[src/design/pisou_pkg.sv]
// Package for the permuted interface send order unit.
// Shared field widths and the control structs passed between submodules.
// No dependencies.
package pisou_pkg;

    localparam int TAG_W = 16;   // message tag width
    localparam int IDX_W = 3;    // interface index width, also one rank digit
    localparam int CFG_W = 4;    // iface_count register width

    // Rank digit counter control
    typedef struct packed {
        logic clear;   // zero every digit
        logic step;    // advance the rank by one, wrapping at n!
    } rank_ctl_t;

    // Order register file control
    typedef struct packed {
        logic init;    // load the identity order
        logic swap;    // apply one decode swap step
    } order_ctl_t;

endpackage

[src/design/pisou_req_if.sv]
// Request channel interface: valid/ready handshake plus message tag.
// Depends on pisou_pkg.
interface pisou_req_if;

    logic                         valid;
    logic                         ready;
    logic [pisou_pkg::TAG_W-1:0]  message_tag;

    modport source (output valid, output message_tag, input ready);
    modport sink   (input valid, input message_tag, output ready);

endinterface

[src/design/pisou_res_if.sv]
// Result channel interface: valid/ready handshake plus one ordered interface.
// Depends on pisou_pkg.
interface pisou_res_if;

    logic                         valid;
    logic                         ready;
    logic [pisou_pkg::TAG_W-1:0]  tag_out;
    logic [pisou_pkg::IDX_W-1:0]  iface_index;
    logic                         last_of_run;

    modport source (output valid, output tag_out, output iface_index, output last_of_run,
                    input ready);
    modport sink   (input valid, input tag_out, input iface_index, input last_of_run,
                    output ready);

endinterface

[src/design/pisou_rank_ctr.sv]
// Permutation rank held as mixed-radix (factoradic) digits, one per radix.
// Depends on pisou_pkg.
module pisou_rank_ctr #(
    parameter int MAX_IFACES = 8,
    localparam int AW = (MAX_IFACES > 1) ? $clog2(MAX_IFACES) : 1,
    localparam int CW = $clog2(MAX_IFACES + 1)
) (
    input  logic                        clk,
    input  logic                        rst_n,
    input  pisou_pkg::rank_ctl_t        ctl,
    input  logic [CW-1:0]               n,
    input  logic [AW-1:0]               sel,
    output logic [pisou_pkg::IDX_W-1:0] digit
);
    import pisou_pkg::*;

    // Entry r holds the digit of radix r+1; entry 0 stays zero.
    logic [IDX_W-1:0] d_reg  [MAX_IFACES];
    logic [IDX_W-1:0] d_next [MAX_IFACES];
    logic             carry;

    always_comb
    begin
        d_next = d_reg;
        carry  = 1'b1;
        if (ctl.clear)
        begin
            for (int r = 0; r < MAX_IFACES; r++)
                d_next[r] = '0;
        end
        else if (ctl.step)
        begin
            // ripple the increment through the active digits
            for (int r = 1; r < MAX_IFACES; r++)
            begin
                if ((CW'(r) < n) && carry)
                begin
                    if (d_reg[r] == IDX_W'(r))
                        d_next[r] = '0;
                    else
                    begin
                        d_next[r] = d_reg[r] + 1'b1;
                        carry     = 1'b0;
                    end
                end
            end
        end
    end

    always_ff @(posedge clk or negedge rst_n)
    begin
        if (!rst_n)
        begin
            for (int r = 0; r < MAX_IFACES; r++)
                d_reg[r] <= '0;
        end
        else
            d_reg <= d_next;
    end

    assign digit = d_reg[sel];

endmodule

[src/design/pisou_order_regs.sv]
// Interface order register file with one shared read port and the swap step.
// Depends on pisou_pkg.
module pisou_order_regs #(
    parameter int MAX_IFACES = 8,
    localparam int AW = (MAX_IFACES > 1) ? $clog2(MAX_IFACES) : 1
) (
    input  logic                        clk,
    input  pisou_pkg::order_ctl_t       ctl,
    input  logic [AW-1:0]               swap_pos,
    input  logic [AW-1:0]               top_pos,
    input  logic [AW-1:0]               rd_addr,
    output logic [pisou_pkg::IDX_W-1:0] rd_data
);
    import pisou_pkg::*;

    logic [IDX_W-1:0] a_reg  [MAX_IFACES];
    logic [IDX_W-1:0] a_next [MAX_IFACES];

    assign rd_data = a_reg[rd_addr];

    // The top slot of each step is still untouched, so it holds its own index:
    // swapping only needs the entry at swap_pos, which the read port supplies.
    always_comb
    begin
        a_next = a_reg;
        if (ctl.init)
        begin
            for (int i = 0; i < MAX_IFACES; i++)
                a_next[i] = IDX_W'(i);
        end
        else if (ctl.swap)
        begin
            for (int i = 0; i < MAX_IFACES; i++)
            begin
                if (AW'(i) == swap_pos)
                    a_next[i] = IDX_W'(top_pos);
                else if (AW'(i) == top_pos)
                    a_next[i] = rd_data;
            end
        end
    end

    always_ff @(posedge clk)
    begin
        a_reg <= a_next;
    end

endmodule

[src/design/permuted_interface_send_order_unit.sv]
// Permuted interface send order unit: accept a request, decode the current
// permutation rank with one swap per cycle, then stream n ordered interfaces.
// Sequence: accept, then one swap step per radix from 2 to n, then results are loaded into
// the output register one per cycle while res.ready is high; a new request is taken only
// after the last transfer of the run. With n = 0 the request is dropped and the block stays idle.
// Reset: rst_n clears iface_count and the rank to zero and leaves the block idle.
module permuted_interface_send_order_unit #(
    parameter int MAX_IFACES = 8
) (
    input  logic                        clk,
    input  logic                        rst_n,
    input  logic                        cfg_we,
    input  logic [pisou_pkg::CFG_W-1:0] cfg_wdata,
    pisou_req_if.sink                   req,
    pisou_res_if.source                 res
);
    import pisou_pkg::*;

    localparam int AW = (MAX_IFACES > 1) ? $clog2(MAX_IFACES) : 1;
    localparam int CW = $clog2(MAX_IFACES + 1);

    // sequencer states
    localparam logic [1:0] ST_IDLE = 2'd0;
    localparam logic [1:0] ST_SWAP = 2'd1;
    localparam logic [1:0] ST_EMIT = 2'd2;

    logic [1:0]       state_reg, state_next;
    logic [CFG_W-1:0] cfg_reg;
    logic [CW-1:0]    n_reg, n_next;
    logic [CW-1:0]    j_reg, j_next;      // radix of the current swap step
    logic [CW-1:0]    i_reg, i_next;      // next position to emit
    logic [TAG_W-1:0] tag_reg;
    logic             out_valid_reg, out_valid_next;
    logic [IDX_W-1:0] out_idx_reg;
    logic             out_last_reg;

    logic             req_xfer;
    logic             res_xfer;
    logic             load_out;
    logic [CW-1:0]    n_sat;
    logic [CW-1:0]    jm1;
    logic [IDX_W-1:0] digit;
    logic [IDX_W-1:0] rd_data;
    logic [AW-1:0]    rd_addr;
    rank_ctl_t        rank_ctl;
    order_ctl_t       order_ctl;

    // Saturate the configured count at the number of interfaces built in.
    assign n_sat = (cfg_reg > CFG_W'(MAX_IFACES)) ? CW'(MAX_IFACES) : CW'(cfg_reg);

    assign req.ready = (state_reg == ST_IDLE);
    assign req_xfer  = req.valid && req.ready;
    assign res_xfer  = res.valid && res.ready;

    assign jm1 = j_reg - 1'b1;

    // Refill the output register when it is empty or being drained,
    // but not once the last result of the run is sitting in it.
    assign load_out = (state_reg == ST_EMIT) && (!out_valid_reg || res.ready)
                      && !(out_valid_reg && out_last_reg);

    // Shared read port: the swap digit's slot while decoding, else the emit position.
    assign rd_addr = (state_reg == ST_SWAP) ? AW'(digit) : AW'(i_reg);

    // A config write restarts the rank; the last transfer of a run advances it.
    assign rank_ctl.clear = cfg_we;
    assign rank_ctl.step  = res_xfer && out_last_reg;

    assign order_ctl.init = req_xfer;
    assign order_ctl.swap = (state_reg == ST_SWAP);

    pisou_rank_ctr #(
        .MAX_IFACES (MAX_IFACES)
    ) u_rank (
        .clk   (clk),
        .rst_n (rst_n),
        .ctl   (rank_ctl),
        .n     (n_reg),
        .sel   (AW'(jm1)),
        .digit (digit)
    );

    pisou_order_regs #(
        .MAX_IFACES (MAX_IFACES)
    ) u_order (
        .clk      (clk),
        .ctl      (order_ctl),
        .swap_pos (AW'(digit)),
        .top_pos  (AW'(jm1)),
        .rd_addr  (rd_addr),
        .rd_data  (rd_data)
    );

    always_comb
    begin
        state_next     = state_reg;
        n_next         = n_reg;
        j_next         = j_reg;
        i_next         = i_reg;
        out_valid_next = out_valid_reg;
        unique case (state_reg)
            ST_IDLE:
            begin
                if (req_xfer)
                begin
                    n_next = n_sat;
                    j_next = CW'(2);
                    i_next = '0;
                    // no interfaces: drop the request, nothing to emit
                    if (n_sat >= CW'(2))
                        state_next = ST_SWAP;
                    else if (n_sat == CW'(1))
                        state_next = ST_EMIT;
                end
            end
            ST_SWAP:
            begin
                // advance one radix per cycle until the top one is done
                if (j_reg == n_reg)
                    state_next = ST_EMIT;
                else
                    j_next = j_reg + 1'b1;
            end
            ST_EMIT:
            begin
                if (load_out)
                begin
                    out_valid_next = 1'b1;
                    i_next         = i_reg + 1'b1;
                end
                else if (res_xfer)
                begin
                    // the last transfer of the run has gone out
                    out_valid_next = 1'b0;
                    state_next     = ST_IDLE;
                end
            end
            default:
            begin
                state_next = ST_IDLE;
            end
        endcase
    end

    always_ff @(posedge clk or negedge rst_n)
    begin
        if (!rst_n)
        begin
            state_reg     <= ST_IDLE;
            cfg_reg       <= '0;
            n_reg         <= '0;
            j_reg         <= '0;
            i_reg         <= '0;
            out_valid_reg <= 1'b0;
            out_last_reg  <= 1'b0;
        end
        else
        begin
            state_reg     <= state_next;
            n_reg         <= n_next;
            j_reg         <= j_next;
            i_reg         <= i_next;
            out_valid_reg <= out_valid_next;
            if (cfg_we)
                cfg_reg <= cfg_wdata;
            if (load_out)
                out_last_reg <= (i_reg == n_reg - 1'b1);
            else if (res_xfer)
                out_last_reg <= 1'b0;
        end
    end

    // Payload registers: hold the tag for the whole run, load each index on refill.
    always_ff @(posedge clk)
    begin
        if (req_xfer)
            tag_reg <= req.message_tag;
        if (load_out)
            out_idx_reg <= rd_data;
    end

    assign res.valid       = out_valid_reg;
    assign res.tag_out     = tag_reg;
    assign res.iface_index = out_idx_reg;
    assign res.last_of_run = out_last_reg;

    // One request at a time: never take a request while a result is pending.
    a_no_overlap: assert property (@(posedge clk) disable iff (!rst_n)
        res.valid |-> !req.ready)
        else $error("request accepted while a result is pending");

    // Every swap step stays within the active radix range.
    a_swap_range: assert property (@(posedge clk) disable iff (!rst_n)
        (state_reg == ST_SWAP) |-> (j_reg >= CW'(2)) && (j_reg <= n_reg))
        else $error("swap step outside the active radix range");

    // Emitted interfaces are always among the active ones.
    a_idx_range: assert property (@(posedge clk) disable iff (!rst_n)
        res.valid |-> (CW'(res.iface_index) < n_reg))
        else $error("emitted interface outside the active set");

    // The run ends with its last transfer and the block returns to idle.
    a_last_idle: assert property (@(posedge clk) disable iff (!rst_n)
        (res_xfer && res.last_of_run) |=> (state_reg == ST_IDLE) && !res.valid)
        else $error("block did not return to idle after the last transfer");

endmodule
[src/flat_wrapper.sv]
// flat-port wrapper written by rule: the top's interface ports become plain ports
module permuted_interface_send_order_unit_flat import pisou_pkg::*;
#(
    parameter int MAX_IFACES = 8
)
  (clk, rst_n, cfg_we, cfg_wdata, req_valid, req_message_tag, req_ready, res_valid, res_tag_out, res_iface_index, res_last_of_run, res_ready);
  pisou_req_if req_i ();
  pisou_res_if res_i ();
  input  logic clk;
  input  logic rst_n;
  input  logic cfg_we;
  input  logic [pisou_pkg::CFG_W-1:0] cfg_wdata;
  input wire logic [$bits(req_i.valid)-1:0] req_valid;
  input wire logic [$bits(req_i.message_tag)-1:0] req_message_tag;
  output wire logic [$bits(req_i.ready)-1:0] req_ready;
  output wire logic [$bits(res_i.valid)-1:0] res_valid;
  output wire logic [$bits(res_i.tag_out)-1:0] res_tag_out;
  output wire logic [$bits(res_i.iface_index)-1:0] res_iface_index;
  output wire logic [$bits(res_i.last_of_run)-1:0] res_last_of_run;
  input wire logic [$bits(res_i.ready)-1:0] res_ready;
  assign req_i.valid = req_valid;
  assign req_i.message_tag = req_message_tag;
  assign req_ready = req_i.ready;
  assign res_valid = res_i.valid;
  assign res_tag_out = res_i.tag_out;
  assign res_iface_index = res_i.iface_index;
  assign res_last_of_run = res_i.last_of_run;
  assign res_i.ready = res_ready;
  permuted_interface_send_order_unit #(.MAX_IFACES(MAX_IFACES)) u_core (.clk(clk), .rst_n(rst_n), .cfg_we(cfg_we), .cfg_wdata(cfg_wdata), .req(req_i), .res(res_i));
endmodule
[config.mk]
export PLATFORM = sky130hd
export DESIGN_NAME = permuted_interface_send_order_unit_flat
export DESIGN_NICKNAME = d
export VERILOG_FILES = /design/src/design/pisou_pkg.sv /design/src/design/pisou_req_if.sv /design/src/design/pisou_res_if.sv /design/src/design/pisou_rank_ctr.sv /design/src/design/pisou_order_regs.sv /design/src/design/permuted_interface_send_order_unit.sv /design/src/flat_wrapper.sv
export SDC_FILE = /design/constraint.sdc
export NUM_CORES = 1
export LEC_CHECK = 0
export BUFFER_PORTS_ARGS = -buffer_cell sky130_fd_sc_hd__buf_2
export CORE_MARGIN = 8
export CORE_UTILIZATION = 45
export CTS_CLUSTER_DIAMETER = 50
export DETAILED_ROUTE_END_ITERATION = 10
export PLACE_DENSITY = 0.75
export RECOVER_POWER = 25
export SETUP_SLACK_MARGIN = 0.1
export SKIP_CTS_REPAIR_TIMING = 1
export SYNTH_ARGS = -nofsm -noshare
export SYNTH_HDL_FRONTEND = slang
export SYNTH_HIERARCHICAL = 1
export SYNTH_SLANG_ARGS = --single-unit
[constraint.sdc]
create_clock -name clk -period 4.9 [get_ports clk]
set_input_delay 0 -clock clk [delete_from_list [all_inputs] [get_ports clk]]
set_output_delay 0 -clock clk [all_outputs]
set_load 0.1 [all_outputs]
==> metrics.md, run 1 <==
| Metric | Value |
|---|---|
| GR Overflow Total | 0 |
| Residual DRC | 0 |
| DRT Pass-1 Iters | 5 |
| Clk slew on worst S/H paths | 90 ps |
| Site Rows | 37 |
| Mapped cell area | between 4000 and 5000 µm² |
| P&R area growth vs syn | 15.94% |
| Final wirelength | 10,340 µm |
| Top-area cell type share of the netlist area | 22.34% |
| Critical Path Source | u_core/j_reg[0]$_DFFE_PN0P_ |
| Tcrit/Tclk final | slightly above 80% |
| Fin crit period | 4055 ps |
| First-pass GRT wire length | 16,740 µm |
| Syn nets | 469 |
| Avg Vias per Cell | 5.642 |
| Max reg flops | 24 |
| Die Y | 117.0 µm |
| Initial core utilization | 45.50% |
| Die Width | 117.0 µm |
| Clk_lat worst skew | 360 ps |
| Starting DRC count in detailed routing | ~250 |
| Hold Crit Class | in -> reg |
| Number of port buffers | 46 |
| Final setup violation count | 0 |
| Worst endpoint data arrival time | 4300 ps |
| Total power | 3395 µW |
| Critical path type | reg -> reg |
| # IOs | 47 |
| Outcome | finished, violations left |
| Crit path to | u_core/u_order/a_reg[2]$_SDFFE_PP1P_ |
| Root Buffer | clkbuf_8 |
| Post-synth EDFFs | 19 |
| R2R Setup Slk | 850 ps |
| Area leader, netlist | dfrtp_1 |
| Pwr per Cell Area | 637.8 nW/µm² |
| Via Count | 3,605 |
| Reg2Reg Depth | 12 |
| Routed Antenna Nets | 0 |
| GRT Total Usage | 15.46% |
| Num CTS Buffers | 9 |
| Sequential-to-total area share from yosys stat | approximately 45% |
| Initial antenna violation count | 0 |
| Crit Path Max Fanout | 10 |
| Largest net degree at the start of global routing | 50 |
| Slew Viols, Final | 42 |
| Vias in the first global route | 3,336 |
| WP data required | roughly 5200 ps |
| DIE AREA | 13,690 µm² |
| Core area | 10,090 µm² |
| Total number of H-tree levels | 3 |
| Maximum clock rate | between 200 and 250 MHz |
| RSZ-0062 raised after global routing | false |
| Nets | 532 |
| Clock Skews | 11.71 ps |
| Crit path capture type | register |
| Clock sink total | 84 |
| LEAKAGE | 0.002158 µW |
| Worst-margin pin slew | between 2000 and 2500 ps |
| Failing checks | capacitance limit, slew limit |
| Final weighted congestion of routability-driven global placement | 0.7867 |
| Unique cell type count in the Yosys netlist | 63 |
| Post-synth top flop | dfrtp_1 |
| Synth Area per Inst | between 10 and 15 µm² |
| Peak supply drop | 0.3048 mV |
| Relative slew margins | -51.37% |
| Max-Cap Viols | 1 |
| Fillers | 892 |
| Post-DP HPWL | 7150 µm |
| Hold WS | 52.60 ps |
| Syn Inst Count | 435 |
| Dominant cells by area after synthesis | dfrtp_1 (22%), edfxtp_1 (12%), dfxtp_1 (10%) |
| WL/cell | 16.18 µm |
| Async SR Flop Fraction | 48.81% |
| Reg-to-Reg Start | u_core/j_reg[0]$_DFFE_PN0P_ |
| Share of cells above drive strength 1 | between 20% and 30% |
| CTS tree | done |
| Maximum root-to-sink buffer count | 2 |
| Number of synthesized register bits | 84 |
| Diodes inserted | 0 |
| Hold Fails Final Rpt | 0 |
| Syn. warnings | 6 |
| CP Launch Type | register |
| Setup_tns | 0 ps |
| R2R Path End | u_core/u_order/a_reg[2]$_SDFFE_PP1P_ |
-- layout by cell type (no fill, tap or decap), types with 10 or more instances in the layout --
cell type,Yosys,final
dfrtp_1,41,41
o21ai_0,10,10
dlygate4sd3_1,0,22
a21oi_1,18,18
a211o_1,25,25
clkbuf_8,0,10
dfxtp_1,24,24
nor2_1,42,42
xnor2_1,10,10
inv_1,15,15
edfxtp_1,19,19
buf_2,7,45
a211oi_1,12,12
nand2_1,42,42
mux2i_1,12,12
-- per-layer routing --
| metal | wire (µm) | track usage [%] | up-vias |
|---|---|---|---|
| met3 | 617 | 3.592 | 13 |
| met4 | 149 | 5.802 | 0 |
| met2 | 4957 | 24.93 | 106 |
| met5 | 0 | 0 | - |
| li1 | - | - | 1722 |
| met1 | 4615 | 19.82 | 1764 |
-- worst max-delay path, stage by stage (launching register included) --
cell and delay [ps]:
dfrtp_1 430, inv_1 80, ha_1 210, xor2_1 580, nor2b_1 300, a221oi_1 120
a21oi_1 510, nand2_1 100, nand2_1 290, mux4_2 580, mux2i_4 310, a211oi_1 130
a211o_1 290
-- kinds of logic after synthesis --
logic type / count (synthesis) / synth area share (%)
AO/OA/AOI/OAI: 104 / 17.19
AND/OR/NAND/NOR: 154 / 17.93
flip-flops: 84 / 45.23
buffers and inverters: 36 / 3.624
adder cells (fa/ha/maj): 9 / 2.452
XOR/XNOR: 15 / 2.861
multiplexers: 33 / 10.71
-- area by class of cell --
class	count	area, µm²	share of cell area, %
multi-input cells	315	2349	44.11
flip-flops and latches	84	2077	39.01
repair buffers	71	471.7	8.860
well taps	136	170.2	3.196
clock buffers	10	137.6	2.585
inverters	17	63.81	1.199
clock inverters	6	55.05	1.034
-- power breakdown --
| group | switching (µW) | internal [µW] | total (µW) | leakage (µW) |
|---|---|---|---|---|
| logic | 1200 | 682 | 1880 | 0.00114 |
| registers | 145 | 887 | 1030 | 0.000922 |
| clock network | 274 | 208 | 482 | 0.0000994 |
-- worst min-delay path by stage --
stage / from / depth (start not counted) / endpoint
final: req_valid / 4 / u_core/n_reg[3]$_DFFE_PN0P_
after global routing: req_valid / 4 / u_core/n_reg[3]$_DFFE_PN0P_
after CTS: req_message_tag[2] / 1 / u_core/res.tag_out[2]$_DFFE_PP_
after detailed placement: req_message_tag[1] / 1 / u_core/res.tag_out[1]$_DFFE_PP_
after global placement: rst_n / 1 / u_core/u_rank/d_reg[1]$_DFFE_PN0P_
after floorplan: rst_n / 0 / u_core/cfg_reg[0]$_DFFE_PN0P_
-- cell usage after synthesis (10+ instances only) --
cell type  number
dfxtp_1        24
nand2_1        42
xnor2_1        10
a211oi_1       12
o21ai_0        10
dfrtp_1        41
mux2i_1        12
edfxtp_1       19
inv_1          15
nor2_1         42
a21oi_1        18
a211o_1        25
-- metrics by stage --
| step | std cells | utilization, % | instance area [µm²] | worst slack [ps] |
|---|---|---|---|---|
| floorplan | 435 | - | 4592 | 1318 |
| global placement | 601 | 48.67 | 4912 | 1109 |
| detailed placement | 601 | 48.67 | 4912 | 877.6 |
| CTS | 617 | 50.58 | 5105 | 857.9 |
| global route | 639 | 52.75 | 5324 | 436.6 |
| finish | 639 | 52.75 | 5324 | 845.4 |
Power figures use the tool's default switching activity.
==> run 2, diff against run 1 <==
- ABC_AREA: unset -> 1
- PLACE_DENSITY: 0.75 -> 0.77
- clock period: 4.9 -> 3.6 ns (I/O delays scaled with it)
==> run 2 against run 1 <==
Against the previous run:
- fmax increased by 30%
- synthesized cell count increased by 50%
- first-iteration DRC count increased by 44%
- critical endpoint is now u_core/u_order/a_reg[5]$_SDFFE_PP1P_
- via count increased by 25%
- sequential power increased by 35%
- routed wire length increased by 13%
- critical path type unchanged
- cell count increased by 36%
- the flow still finishes with violations (capacitance limit, slew limit)
- setup slack got worse by 360 ps
- combinational power increased by 72%
- area after synthesis increased by 4.3%
==> metrics.md, run 2 <==
| Metric | Value |
|---|---|
| Die Width | 119.1 µm |
| Worst endpoint data arrival time | 3420 ps |
| Nets | 759 |
| Most frequent cells in the layout | nand2_1 (178), inv_1 (90), nand3_1 (69), a21oi_1 (57) |
| Initial antenna violation count | 0 |
| Core area | 10,320 µm² |
| Avg Vias per Cell | 5.192 |
| Clk slew on worst S/H paths | 80 ps |
| Critical path type | reg -> reg |
| First-pass GRT wire length | 19,130 µm |
| Number of port buffers | 46 |
| Dominant cells by area after synthesis | dfrtp_1 (21%), nand2_1 (14%), edfxtp_1 (12%) |
| CTS tree | done |
| Most common cell in the synthesized netlist | nand2_1 |
| Fin crit period | 3117 ps |
| Outcome | finished, violations left |
| Multi-input logic area | 2251 µm² |
| Unique cell type count in the Yosys netlist | 33 |
| Via Count | 4,496 |
| Fillers | 925 |
| Reg-to-Reg Start | u_core/j_reg[0]$_DFFE_PN0P_ |
| Async SR Flop Fraction | 48.81% |
| Slew Viols, Final | 42 |
| Post-synth top flop | dfrtp_1 |
| Worst path most repeated cell | nand2_1 |
| Share of cells above drive strength 1 | 13.84% |
| Post-synth EDFFs | 19 |
| R2R Setup Slk | 480 ps |
| Final wirelength | 11,710 µm |
| Hold Crit Class | in -> reg |
| Worst-margin pin slew | 2251 ps |
| Vias in the first global route | 4,210 |
| Largest net degree at the start of global routing | 42 |
| Residual DRC | 0 |
| Maximum root-to-sink buffer count | 2 |
| Final setup violation count | 0 |
| Initial core utilization | 46.37% |
| CP Launch Type | register |
| Failing checks | capacitance limit, slew limit |
| Root Buffer | clkbuf_8 |
| Max-Cap Viols | 1 |
| DRT Pass-1 Iters | 5 |
| Maximum clock rate | 320.8 MHz |
| Max incr delay on CP | 530 ps |
| Clock Skews | 7.876 ps |
| Area leader, netlist | dfrtp_1 |
| Most frequent cells after synthesis | nand2_1 (178), inv_1 (90), nand3_1 (69) |
| GR Overflow Total | 0 |
| Synth Area per Inst | 7.342 µm² |
| Diodes inserted | 0 |
| Max reg flops | 24 |
| Site Rows | 37 |
| GRT Total Usage | 16.12% |
| Crit path capture type | register |
| Crit Path Max Fanout | 9 |
| P&R area growth vs syn | 17.22% |
| Sequential Area | 2077 µm² |
| Final weighted congestion of routability-driven global placement | 0.8921 |
| WL/cell | 13.52 µm |
| Total power | between 5000 and 6000 µW |
| Hold Fails Final Rpt | 0 |
| Routed Antenna Nets | 0 |
| Crit path cell chain | inv_1, ha_1, xor2_1, buf_4, a211oi_1, a31oi_1, nand2_1, o21ai_0, inv_1, nand3_2, nand2_2, nand2_1, nand2_1, nand2_1 |
| Setup_tns | 0 ps |
| Top-area cell type share of the netlist area | approximately 21% |
| Relative slew margins | -50.04% |
| # IOs | 47 |
| Sequential-to-total area share from yosys stat | between 40% and 50% |
| Commonest non-fill, non-tap cell in the layout | nand2_1 |
| Slowest CP cell | xor2_1 |
| RSZ-0062 raised after global routing | false |
| Num CTS Buffers | 9 |
| Number of synthesized register bits | 84 |
| Critical Path Source | u_core/j_reg[0]$_DFFE_PN0P_ |
| Total number of H-tree levels | 3 |
| DIE AREA | between 10,000 and 15,000 µm² |
| Pwr per Cell Area | 967.8 nW/µm² |
| Hold path start | req_valid |
| WP data required | around 3900 ps |
| Clock sink total | between 80 and 90 |
| Clk_lat worst skew | between 300 and 400 ps |
| Starting DRC count in detailed routing | 354 |
| LEAKAGE | 0.002885 µW |
| Syn. warnings | 6 |
| Syn Inst Count | 652 |
| Die Y | 119.1 µm |
| Peak supply drop | 0.6773 mV |
| Syn nets | 686 |
| Tcrit/Tclk final | 86.58% |
| Mapped cell area | 4787 µm² |
| Post-DP HPWL | 8491 µm |
-- run 2: cell types whose count changed after synthesis, sizes merged, moves of 9 or more --
cell    delta
nand3b     -9
mux2i     -15
mux4       -9
a211o     -25
inv       +80
mux2       -9
nand2    +145
a211oi     -9
a21oi     +32
o21ai     +26
nand3     +68
-- run 2: path summary, 6_finish.rpt --
check,end,cells past startpoint
max,u_core/u_order/a_reg[5]$_SDFFE_PP1P_,14
min,u_core/state_reg[0]$_DFFE_PN0P_,5
max reg2reg,u_core/u_order/a_reg[5]$_SDFFE_PP1P_,14
min reg2reg,u_core/u_order/a_reg[8]$_SDFFE_PP1P_,2
max in group asynchronous,u_core/i_reg[0]$_DFFE_PN0P_,2
min in group asynchronous,u_core/u_rank/d_reg[1]$_DFFE_PN0P_,2
-- run 2: metal layers --
layer	wire (µm)	up-vias	global-route usage, %
met2	5519	145	26.41
met4	241	0	7.826
met3	798	24	3.307
met1	5151	2075	19.87
met5	0	-	0
li1	-	2252	-
-- run 2: kinds of logic (layout without fill, tap and decap cells) --
group           Yosys count  after routing  synth area share, %
buf+inv                 111            189                9.566
fa+ha+maj                 9              9                2.352
compound gates          105            105                11.47
flops                    84             84                43.39
xor+xnor                 13             13                2.378
simple gates            330            330                30.84
-- run 2: cell type report --
class | count | area share (%)
Tap cell | 136 | 3.032
Sequential cell | 84 | 37.01
Inverter | 97 | 6.488
Timing Repair Buffer | 76 | 9.097
Clock inverter | 6 | 1.984
Multi-Input combinational cell | 457 | 40.11
Clock buffer | 10 | 2.274
-- run 2: critical path, delay by kind of cell (launching register included) --
| kind | cells | cell delay, ps |
|---|---|---|
| buffers and inverters | 3 | 550 |
| AND/OR/NAND/NOR | 6 | 590 |
| flip-flops | 1 | 420 |
| AO/OA/AOI/OAI | 3 | 750 |
| XOR/XNOR | 1 | 530 |
| adder cells (fa/ha/maj) | 1 | 210 |
-- run 2: metrics by stage --
stage	setup slack, ps	utilization [%]	std cells	hold WS (ps)	instance area, µm²
global placement	634.4	49.85	827	171.3	5146
global route	130.1	54.36	866	41.96	5612
detailed placement	481.1	49.85	827	179.3	5146
CTS	457.4	52.16	843	-201.9	5385
finish	483.1	54.36	866	27.91	5612
floorplan	551.9	-	652	-295.6	4787
-- run 2: power by group --
part | internal, µW | switching, µW | total (µW)
Clock | 462 | 341 | 803
Combinational | 893 | 2350 | 3240
Sequential | 1220 | 168 | 1390
Total | 2570 | 2860 | 5430
